===== src/sv/lbps_pkg.sv =====
`timescale 1ns / 1ps
// ============================================================================
// lbps_pkg: shared types, constants and pattern tables
// Mode codes, the sequencer state record and the pause lookup for each step.
// ============================================================================
package lbps_pkg;

    // Counter and register widths
    localparam int PAUSE_BITS = 20;
    localparam int CFG_BITS   = 20;
    localparam int STEP_BITS  = 4;
    localparam int WIDE_BITS  = (PAUSE_BITS > CFG_BITS) ? PAUSE_BITS : CFG_BITS;

    // Register reset values
    localparam logic [CFG_BITS-1:0] SHORT_RESET = CFG_BITS'(300000);
    localparam logic [CFG_BITS-1:0] LONG_RESET  = CFG_BITS'(1000000);

    // Pattern lengths in toggles
    localparam logic [STEP_BITS-1:0] STARTUP_LEN = STEP_BITS'(4);
    localparam logic [STEP_BITS-1:0] MOUNT_LEN   = STEP_BITS'(10);
    localparam logic [STEP_BITS-1:0] UNMOUNT_LEN = STEP_BITS'(12);

    // Unmount steps that use the long pause
    localparam logic [STEP_BITS-1:0] UNMOUNT_LONG_A = STEP_BITS'(3);
    localparam logic [STEP_BITS-1:0] UNMOUNT_LONG_B = STEP_BITS'(8);

    // Configuration register indexes
    localparam logic REG_SHORT_PAUSE = 1'b0;
    localparam logic REG_LONG_PAUSE  = 1'b1;

    typedef enum logic [1:0] {
        MODE_IDLE    = 2'd0,
        MODE_STARTUP = 2'd1,
        MODE_MOUNT   = 2'd2,
        MODE_UNMOUNT = 2'd3
    } t_mode;

    typedef struct packed {
        t_mode                 mode_now;
        t_mode                 mode_queued;
        logic [STEP_BITS-1:0]  toggles_done;
        logic [PAUSE_BITS-1:0] pause_left;
        logic                  led_on;
    } t_seq_state;

    // Number of toggles in a pattern
    function automatic logic [STEP_BITS-1:0] pattern_len(t_mode mode);
        logic [STEP_BITS-1:0] len;
        case (mode)
            MODE_STARTUP: len = STARTUP_LEN;
            MODE_MOUNT:   len = MOUNT_LEN;
            MODE_UNMOUNT: len = UNMOUNT_LEN;
            default:      len = '0;
        endcase
        return len;
    endfunction

    // Clamp a register value to the pause counter range
    function automatic logic [PAUSE_BITS-1:0] sat_pause(logic [CFG_BITS-1:0] v);
        logic [WIDE_BITS-1:0] w;
        logic [WIDE_BITS-1:0] lim;
        w   = WIDE_BITS'(v);
        lim = WIDE_BITS'({PAUSE_BITS{1'b1}});
        if (w > lim) begin
            w = lim;
        end
        return w[PAUSE_BITS-1:0];
    endfunction

    // Pause loaded for a step; past the end, reuse the final step's pause
    function automatic logic [PAUSE_BITS-1:0] pause_for(
        t_mode                mode,
        logic [STEP_BITS-1:0] step,
        logic [CFG_BITS-1:0]  short_ticks,
        logic [CFG_BITS-1:0]  long_ticks
    );
        logic [STEP_BITS-1:0] len;
        logic [STEP_BITS-1:0] s;
        logic                 is_long;
        len     = pattern_len(mode);
        s       = (step >= len) ? (len - STEP_BITS'(1)) : step;
        is_long = 1'b0;
        case (mode)
            MODE_MOUNT:   is_long = 1'b1;
            MODE_UNMOUNT: is_long = (s == UNMOUNT_LONG_A) || (s == UNMOUNT_LONG_B);
            default:      is_long = 1'b0;
        endcase
        if (len == '0) begin
            return '0;
        end
        return sat_pause(is_long ? long_ticks : short_ticks);
    endfunction

endpackage


===== src/sv/lbps_step.sv =====
`timescale 1ns / 1ps
// ============================================================================
// lbps_step: next-state logic of the blink sequencer
// Applies one request (tick or mode request) to the current sequencer state.
// ============================================================================
module lbps_step (
    input  lbps_pkg::t_seq_state               i_state,
    input  logic                               i_cmd,
    input  lbps_pkg::t_mode                    i_req_mode,
    input  logic [lbps_pkg::CFG_BITS-1:0]      i_short_ticks,
    input  logic [lbps_pkg::CFG_BITS-1:0]      i_long_ticks,
    output lbps_pkg::t_seq_state               o_state
);
    import lbps_pkg::*;

    logic [STEP_BITS-1:0] cur_len;
    logic [STEP_BITS-1:0] q_len;
    logic [STEP_BITS-1:0] next_step;

    assign cur_len   = pattern_len(i_state.mode_now);
    assign q_len     = pattern_len(i_state.mode_queued);
    assign next_step = i_state.toggles_done + STEP_BITS'(1);

    always_comb begin
        o_state = i_state;
        if (i_cmd) begin
            // Start a pattern when idle, otherwise overwrite the queue
            if (i_state.mode_now == MODE_IDLE) begin
                o_state.mode_now     = i_req_mode;
                o_state.mode_queued  = MODE_IDLE;
                o_state.led_on       = 1'b1;
                o_state.toggles_done = '0;
                o_state.pause_left   = pause_for(i_req_mode, '0, i_short_ticks,
                                                 i_long_ticks);
            end else begin
                o_state.mode_queued = i_req_mode;
            end
        end else if (i_state.mode_now != MODE_IDLE) begin
            if (i_state.pause_left <= PAUSE_BITS'(1)) begin
                if (i_state.toggles_done < cur_len) begin
                    // Toggle and load the next step's pause
                    o_state.toggles_done = next_step;
                    o_state.led_on       = ~i_state.led_on;
                    o_state.pause_left   = pause_for(i_state.mode_now, next_step,
                                                     i_short_ticks, i_long_ticks);
                end else if (q_len != '0) begin
                    // Chain the queued pattern with an immediate toggle
                    o_state.mode_now     = i_state.mode_queued;
                    o_state.mode_queued  = MODE_IDLE;
                    o_state.toggles_done = STEP_BITS'(1);
                    o_state.led_on       = ~i_state.led_on;
                    o_state.pause_left   = pause_for(i_state.mode_queued,
                                                     STEP_BITS'(1), i_short_ticks,
                                                     i_long_ticks);
                end else begin
                    // Nothing queued: drop to idle with the LED off
                    o_state.mode_now     = MODE_IDLE;
                    o_state.mode_queued  = MODE_IDLE;
                    o_state.toggles_done = '0;
                    o_state.pause_left   = '0;
                    o_state.led_on       = 1'b0;
                end
            end else begin
                o_state.pause_left = i_state.pause_left - PAUSE_BITS'(1);
            end
        end
    end

endmodule


===== src/sv/led_blink_pattern_sequencer.sv =====
`timescale 1ns / 1ps
// ============================================================================
// led_blink_pattern_sequencer: LED blink pattern player
// Plays the startup, mount and unmount blink patterns from tick and mode
// requests, with one queued mode chained in when a pattern ends.
// ============================================================================
// Channel   Direction  Handshake                   Payload
// in        request    i_in_valid / o_in_ready     i_cmd, i_requested_mode
// out       result     o_out_valid / i_out_ready   o_led_level, o_active_mode,
//                                                  o_queued_mode, o_step_index
// cfg       write      i_cfg_we                    i_cfg_index, i_cfg_wdata
//
// The state registers and the result register both load the new state at the
// edge that accepts a request.
// A request is taken every cycle while the result register is empty or is
// being drained in the same cycle; a stalled result holds off new requests.
// Synchronous reset clears the state and loads the default pause lengths.
// ============================================================================
module led_blink_pattern_sequencer (
    input  logic                          i_clk,
    input  logic                          i_rst_n,
    input  logic                          i_in_valid,
    output logic                          o_in_ready,
    input  logic                          i_cmd,
    input  logic [1:0]                    i_requested_mode,
    output logic                          o_out_valid,
    input  logic                          i_out_ready,
    output logic                          o_led_level,
    output logic [1:0]                    o_active_mode,
    output logic [1:0]                    o_queued_mode,
    output logic [lbps_pkg::STEP_BITS-1:0] o_step_index,
    input  logic                          i_cfg_we,
    input  logic                          i_cfg_index,
    input  logic [lbps_pkg::CFG_BITS-1:0] i_cfg_wdata
);
    import lbps_pkg::*;

    t_seq_state           r_state;
    t_seq_state           n_state;
    logic [CFG_BITS-1:0]  r_short_ticks;
    logic [CFG_BITS-1:0]  r_long_ticks;
    logic                 r_out_valid;
    logic                 r_led;
    t_mode                r_active;
    t_mode                r_queued;
    logic [STEP_BITS-1:0] r_step;
    logic                 accept;

    assign o_in_ready = ~r_out_valid | i_out_ready;
    assign accept     = i_in_valid & o_in_ready;

    lbps_step u_step (
        .i_state       (r_state),
        .i_cmd         (i_cmd),
        .i_req_mode    (t_mode'(i_requested_mode)),
        .i_short_ticks (r_short_ticks),
        .i_long_ticks  (r_long_ticks),
        .o_state       (n_state)
    );

    // Configuration registers
    always_ff @(posedge i_clk) begin
        if (!i_rst_n) begin
            r_short_ticks <= SHORT_RESET;
            r_long_ticks  <= LONG_RESET;
        end else if (i_cfg_we) begin
            case (i_cfg_index)
                REG_SHORT_PAUSE: r_short_ticks <= i_cfg_wdata;
                REG_LONG_PAUSE:  r_long_ticks  <= i_cfg_wdata;
                default:         r_short_ticks <= r_short_ticks;
            endcase
        end
    end

    // Advance the sequencer state on each accepted request
    always_ff @(posedge i_clk) begin
        if (!i_rst_n) begin
            r_state.mode_now     <= MODE_IDLE;
            r_state.mode_queued  <= MODE_IDLE;
            r_state.toggles_done <= '0;
            r_state.pause_left   <= '0;
            r_state.led_on       <= 1'b0;
        end else if (accept) begin
            r_state <= n_state;
        end
    end

    // Result register: load on accept, drop when taken
    always_ff @(posedge i_clk) begin
        if (!i_rst_n) begin
            r_out_valid <= 1'b0;
        end else if (accept) begin
            r_out_valid <= 1'b1;
        end else if (i_out_ready) begin
            r_out_valid <= 1'b0;
        end
    end

    always_ff @(posedge i_clk) begin
        if (accept) begin
            r_led    <= n_state.led_on;
            r_active <= n_state.mode_now;
            r_queued <= n_state.mode_queued;
            r_step   <= n_state.toggles_done;
        end
    end

    assign o_out_valid   = r_out_valid;
    assign o_led_level   = r_led;
    assign o_active_mode = r_active;
    assign o_queued_mode = r_queued;
    assign o_step_index  = r_step;

    // Toggle count never passes the pattern length
    a_step_in_range: assert property (@(posedge i_clk) disable iff (!i_rst_n)
        r_state.toggles_done <= pattern_len(r_state.mode_now))
        else $error("toggle count beyond pattern length");

    // Idle mode carries no pause and no queued mode
    a_idle_clean: assert property (@(posedge i_clk) disable iff (!i_rst_n)
        (r_state.mode_now == MODE_IDLE) |->
            (r_state.pause_left == '0) && (r_state.mode_queued == MODE_IDLE))
        else $error("idle state holds a pause or a queued mode");

    // Every accepted request yields a pending result
    a_result_follows: assert property (@(posedge i_clk) disable iff (!i_rst_n)
        accept |=> r_out_valid)
        else $error("accepted request produced no result");

    // Result fields mirror the state after the last request
    a_result_matches: assert property (@(posedge i_clk) disable iff (!i_rst_n)
        accept |=> (r_step == r_state.toggles_done) && (r_led == r_state.led_on))
        else $error("result register out of step with state");

endmodule


===== config.mk =====
export PLATFORM = sky130hd
export DESIGN_NAME = led_blink_pattern_sequencer
export DESIGN_NICKNAME = d
export VERILOG_FILES = /design/src/sv/lbps_pkg.sv /design/src/sv/lbps_step.sv /design/src/sv/led_blink_pattern_sequencer.sv
export SDC_FILE = /design/constraint.sdc
export NUM_CORES = 1
export LEC_CHECK = 0
export ABC_AREA = 1
export BUFFER_PORTS_ARGS = -buffer_cell sky130_fd_sc_hd__buf_2
export CAP_MARGIN = 20
export CORE_MARGIN = 2
export CORE_UTILIZATION = 27
export CTS_CLUSTER_DIAMETER = 60
export DETAILED_ROUTE_END_ITERATION = 8
export PLACE_DENSITY = 0.52
export SLEW_MARGIN = 20
export SYNTH_ARGS = -nofsm -noshare
export SYNTH_HDL_FRONTEND = slang
export SYNTH_SLANG_ARGS = --single-unit
export TNS_END_PERCENT = 50

===== constraint.sdc =====
create_clock -name i_clk -period 4.5 [get_ports i_clk]
set_input_delay 0.675 -clock i_clk [delete_from_list [all_inputs] [get_ports i_clk]]
set_output_delay 0.675 -clock i_clk [all_outputs]
set_load 0.05 [all_outputs]

==> results of run 1 <==
## per-stage QoR
stage | std cells | instance area, sq um
4_1_cts | 971 | 5593
6_report | 971 | 5593
5_1_grt | 971 | 5593
3_5_place_dp | 955 | 5269
3_3_place_gp | 955 | 5269
2_1_floorplan | 721 | 4962
## routing by layer
layer  part of all wire, %  up-vias  global-route usage, %
met5                     0        -                      0
met4                   2.3        0                  4.947
met3                   4.3       26                  2.753
met2                    49      128                  26.16
met1                    44     2320                  19.38
li1                      -     2470                      -
## cell usage in the layout (no fill, tap or decap), types with 3 or more instances in the layout
cell and n:
nand2_1 130, a21oi_1 96, inv_1 79, dfxtp_1 70, nand3_1 67, o21ai_0 56
buf_2 39, o22ai_1 32, nor2_1 27, o211ai_1 19, inv_2 17, o21ai_1 11
nand2_2 10, xor2_1 10, clkbuf_16 9, edfxtp_1 9, ha_1 8, o221ai_1 7
nor2_4 6, o211ai_2 5, clkinv_1 4, nor2_2 3, nor3_1 3, xnor2_1 3
buf_4 3
## power by group through the flow
stage | Clock, mW | Combinational, mW | Sequential (mW)
after floorplan | 0 | 0.433 | 0.835
after global placement | 0 | 0.576 | 0.822
after detailed placement | 0 | 0.575 | 0.822
after CTS | 0.812 | 0.579 | 0.807
after global routing | 0.837 | 0.650 | 0.813
final | 0.803 | 0.576 | 0.807
## flip-flops by register name, summed over array words and instances (netlist names)
signal	flops
o_active_mode	2
r_short_ticks	20
r_long_ticks	20
r_state	29
o_out_valid	1
o_queued_mode	2
o_step_index	4
o_led_level	1
## final timing paths
| path | from | endpoint | slack (ns) | cells after the start |
|---|---|---|---|---|
| max reg2reg | r_state[23] | r_state[10] | 1.95 | 16 |
| min | r_long_ticks[10] | r_long_ticks[10] | 0.50 | 2 |
| min reg2reg | r_long_ticks[10] | r_long_ticks[10] | 0.50 | 2 |
| max | r_state[23] | r_state[10] | 1.95 | 16 |
## worst max-delay path, cell delays in order (launching register included)
cell and delay (ns):
dfxtp_1 0.47, nand2_1 0.09, nand2_1 0.07, o21ai_0 0.07
nor2_1 0.16, ha_1 0.27, nand2_1 0.08, nand3_1 0.09
nor2_2 0.13, nand3_4 0.22, nand2_4 0.36, nand2_1 0.09
nand3_1 0.08, nand2_1 0.06, nand2_1 0.08, nand2_1 0.05
a21oi_1 0.11
## cells by family after synthesis
kind of cell	synth area share, %
compound gates	26.50
buf+inv	11.67
fa+ha+maj	2.017
simple gates	23.83
xor+xnor	2.295
flops	33.69
## layout make-up
type,count,area (sq um)
timing repair buffer,42,217.7
tap,229,286.5
inverter,101,381.6
multi-input combinational,504,2711
clock buffer,11,242.7
sequential,79,1672
fill,1998,12430
clock inverter,5,81.33
==> impl_metrics.csv, run 1 <==
group,metric,value,unit
setup_path,end_kind,"register",
power,ir_drop,0.1888,mV
die,pin_count,40,
global_route,antenna_found_initial,0,
setup_path,cp_max_fo,25,
drt,dr.pass1.iters,8,
place,dp_hpwl,10600,um
power,power,2.186,mW
drt,ant_nets,0,
sta,holdWs,0.5026,ns
die,core,18020,sq um
synth,yosysMostFrequentCell,"nand2_1",
synth,netlist_area,4962,sq um
sta,fin_ws,1.954,ns
finish,area_growth,12.71,%
sta,grt_setup_unrepaired,"false",
finish,drive_above_1_share,14.29,%
die,fp-row-count,49,
global_route,grt_usage,15.24,%
power,power.share.clock,36.7,%
drt,wl,14550,um
sta,final_max_slew_viol_count,0,
sta,fin_skew,0.01057,ns
global_route,gr-total-overflow,0,
clocking,cts_tree,"built",
die,start_util,27.53,%
drt,drtIter0Drc,336,
sta,fmax,392.8,MHz
clocking,clockBufferDepth,2,
outcome,status,"complete, no violations",
clocking,ctsHoldBuffers,0,
synth,synth_cell_types,37,
power,power.density,390.8,nW/um^2
global_route,grt_max_degree,35,
synth,synth_area_per_cell,6.882,sq um
power,power.switching,737.8,uW
synth,synth_area_leaders,"dfxtp_1 (28%), nand2_1 (9.8%), a21oi_1 (9.7%)",
synth,synth_edf_count,9,
clocking,clk_pin_slew_worst_paths,0.06,ns
clocking,cts.repair.resized,0,
synth,synth_area_leader_cell,"dfxtp_1",
setup_path,crit_type,"reg -> reg",
die,dieArea,19480,sq um
synth,yosys_warnings,0,
synth,ys_ff_latch,79,
die,fp.dieW,139.6,um
clocking,cts_setup_buffers,0,
synth,synth_top_cells_by_count,"nand2_1 (130), a21oi_1 (96), inv_1 (79), dfxtp_1 (70), nand3_1 (67)",
global_route,grt_pass1_vias,4691,
drt,wl_per_cell,14.98,um
synth,ys_async_sr_fraction,0,%
synth,yosysSeqAreaShare,33.69,%
clocking,htreeDepth,3,
worst_hold_path,hold_path.class,"reg -> reg",
finish,nets,774,
finish,insertedDiodeCount,0,
sta,setup_viol,0,
setup_path,required,4.77,ns
drt,drc_errors,0,
power,swShare,33.75,%
clocking,clkLatencyLatePin,0.34,ns
synth,synth_ff_type,"dfxtp_1",
clocking,ctsRootBufferMaster,"clkbuf_16",
power,combPwrFrac,26.3,%
clocking,clkSinkCount,79,
power,cellInternalPower,1.448,mW
power,p_leak,2.416,nW
die,die_y,139.6,um
drt,vias_per_cell,5.092,
sta,fin_crit,2.546,ns
setup_path,cp.arrival,2.82,ns
sta,fin_crit_sh,56.58,%
place,port_buffers,39,
sta,slew_headroom,31.63,%
drt,num_vias,4944,
place,dp_slack,1.770,ns
synth,yosysTopAreaCellShare,28.24,%
setup_path,crit_path_start_kind,"register",
sta,final_hold_viol_count,0,
sta,worstMarginPinSlew,1.022,ns
place,gp_congestion,0.7950,
global_route,grt_pass1_wl,24270,um
clocking,cts_inserted_buffers,9,
finish,finish.utilization,31.03,%
sta,fin_tns_setup,0,ns
power,seq_power_share,36.9,%
synth,synth_fp_nets,758,
flow_run,drv_cap,0,
synth,syn-instance-count,721,
Power figures use the tool's default switching activity.
==> run 2, diff against run 1 <==
clock period = 2.5 ns   (was 4.5 ns; I/O delays follow)
==> impl_metrics.csv, run 2 (synthesized netlist as in run 1, its figures left out) <==
group,metric,value,unit
die,fp-row-count,49,
sta,slew_headroom,52.99,%
clocking,htreeDepth,3,
sta,fmax,441.7,MHz
clocking,clkSinkCount,79,
sta,fin_tns_setup,0,ns
setup_path,path_delay_family,"simple AND/OR/NAND/NOR gates",
power,power.share.clock,34.5,%
sta,fin_crit_sh,90.55,%
clocking,ctsHoldBuffers,0,
setup_path,required,2.79,ns
power,p_leak,2.474,nW
drt,drc_errors,0,
drt,wl_per_cell,15.97,um
global_route,busiest_layer,"met2",
place,port_buffers,39,
finish,fillers,2000,
clocking,clockBufferDepth,2,
sta,holdWs,0.2563,ns
flow_run,drv_cap,0,
drt,wl,15780,um
power,power.switching,1.388,mW
clocking,cts_inserted_buffers,9,
drt,dr.pass1.iters,5,
setup_path,end_kind,"register",
finish,regMostFlops,"r_state",
setup_path,cp_slowest_stage_delay,0.47,ns
power,seq_power_share,37.2,%
drt,num_vias,5039,
global_route,met3_usage,3.441,%
finish,insertedDiodeCount,0,
die,pin_count,40,
global_route,grt_max_degree,62,
global_route,gr-total-overflow,0,
place,gp_congestion,0.8456,
finish,reg.largest.list,"r_state (29), r_long_ticks (20), r_short_ticks (20)",
power,cellInternalPower,2.511,mW
sta,grt_setup_unrepaired,"false",
die,start_util,27.53,%
clocking,cts_tree,"built",
setup_path,cp_max_fo,25,
power,swShare,35.59,%
setup_path,cp_num_buf_inv,1,
global_route,antenna_found_initial,0,
global_route,met2_usage,26.65,%
clocking,cts.repair.resized,0,
setup_path,crit_path_cell_trace,"ha_1 -> nand2_1 -> nand2_1 -> inv_1 -> ha_1 -> nand2_1 -> nand3_1 -> nor2_2 -> nand3_4 -> nand2_4 -> nand2_1 -> nand3_1 -> nand2_1 -> nand2_1 -> nand2_1 -> a21oi_1",
finish,nets,791,
clocking,clkLatencyLatePin,0.35,ns
setup_path,crit_path_start_kind,"register",
clocking,ctsRootBufferMaster,"clkbuf_16",
finish,drive_above_1_share,16.21,%
setup_path,cpMostUsedCell,"nand2_1",
die,die_y,139.6,um
power,ir_drop,0.4084,mV
global_route,grt_pass1_vias,4805,
finish,layout_commonest_cell,"nand2_1",
finish,mostFrequentLayoutCells,"nand2_1 (130), a21oi_1 (96), inv_1 (79)",
global_route,grtUsageMet1,21.48,%
sta,fin_skew,0.01168,ns
sta,final_hold_viol_count,0,
worst_hold_path,hold_path.class,"in -> reg",
die,dieArea,19480,sq um
place,dp_hpwl,10810,um
global_route,grt_usage,16.51,%
finish,largest_register_ffs,29,
setup_path,crit_type,"reg -> reg",
drt,vias_per_cell,5.100,
sta,final_max_slew_viol_count,0,
drt,ant_nets,0,
place,dp_slack,0.2707,ns
die,fp.dieW,139.6,um
setup_path,slowest_stage,"dfxtp_1",
die,core,18020,sq um
finish,area_growth,14.75,%
clocking,clk_pin_slew_worst_paths,0.07,ns
drt,drtIter0Drc,250,
global_route,grt_pass1_wl,25540,um
sta,worstMarginPinSlew,0.7043,ns
power,power.density,684.7,nW/um^2
outcome,status,"complete, no violations",
sta,fin_crit,2.264,ns
sta,setup_viol,0,
clocking,cts_setup_buffers,0,
power,combPwrFrac,28.3,%
sta,fin_ws,0.2362,ns
setup_path,cp.arrival,2.55,ns
run 2: tightest hold or removal path: cells and delay by family:
kind	cells	cell delay (ns)
buffers and inverters	1	0.08
AO/OA/AOI/OAI	1	0.06
AND/OR/NAND/NOR	1	0.05
run 2: routing by layer:
layer	up-vias	routed length [um]	share of wire, %
li1	2510	-	-
met1	2339	7144	45
met2	161	7411	47
met3	29	828	5.2
met4	0	399	2.5
met5	-	0	0
run 2: layout make-up:
cell class              count  area, sq um  area share, %
well taps                 229        286.5          5.032
inverters                 101        381.6          6.702
clock buffers              10        229.0          4.021
multi-input cells         504         2711          47.62
repair buffers             59        345.3          6.065
flip-flops and latches     79         1672          29.36
clock inverters             6        68.82          1.209
run 2: power by group through the flow:
stage / Sequential (mW) / Clock (mW) / Combinational, mW
detailed placement: 1.48 / 0 / 1.09
CTS: 1.45 / 1.38 / 1.10
floorplan: 1.50 / 0 / 0.780
global placement: 1.48 / 0 / 1.09
finish: 1.45 / 1.35 / 1.10
global route: 1.46 / 1.43 / 1.23
run 2: path summary, 6_finish.rpt:
kind | from | slack [ns] | to | cells after the start
hold reg to reg | o_out_valid | 0.50 | o_out_valid | 2
hold / removal | i_cfg_wdata[5] | 0.26 | r_short_ticks[5] | 3
setup reg to reg | r_state[21] | 0.24 | r_state[1] | 16
setup / recovery | r_state[21] | 0.24 | r_state[1] | 16
run 2: metrics by stage:
stage | util, % | total power [mW] | cells | cell area [sq um]
2_1_floorplan | - | 2.284 | 721 | 4962
6_report | 31.59 | 3.899 | 988 | 5694
3_3_place_gp | 29.94 | 2.570 | 972 | 5396
5_1_grt | 31.59 | 4.118 | 988 | 5694
4_1_cts | 31.59 | 3.926 | 988 | 5694
3_5_place_dp | 29.94 | 2.567 | 972 | 5396
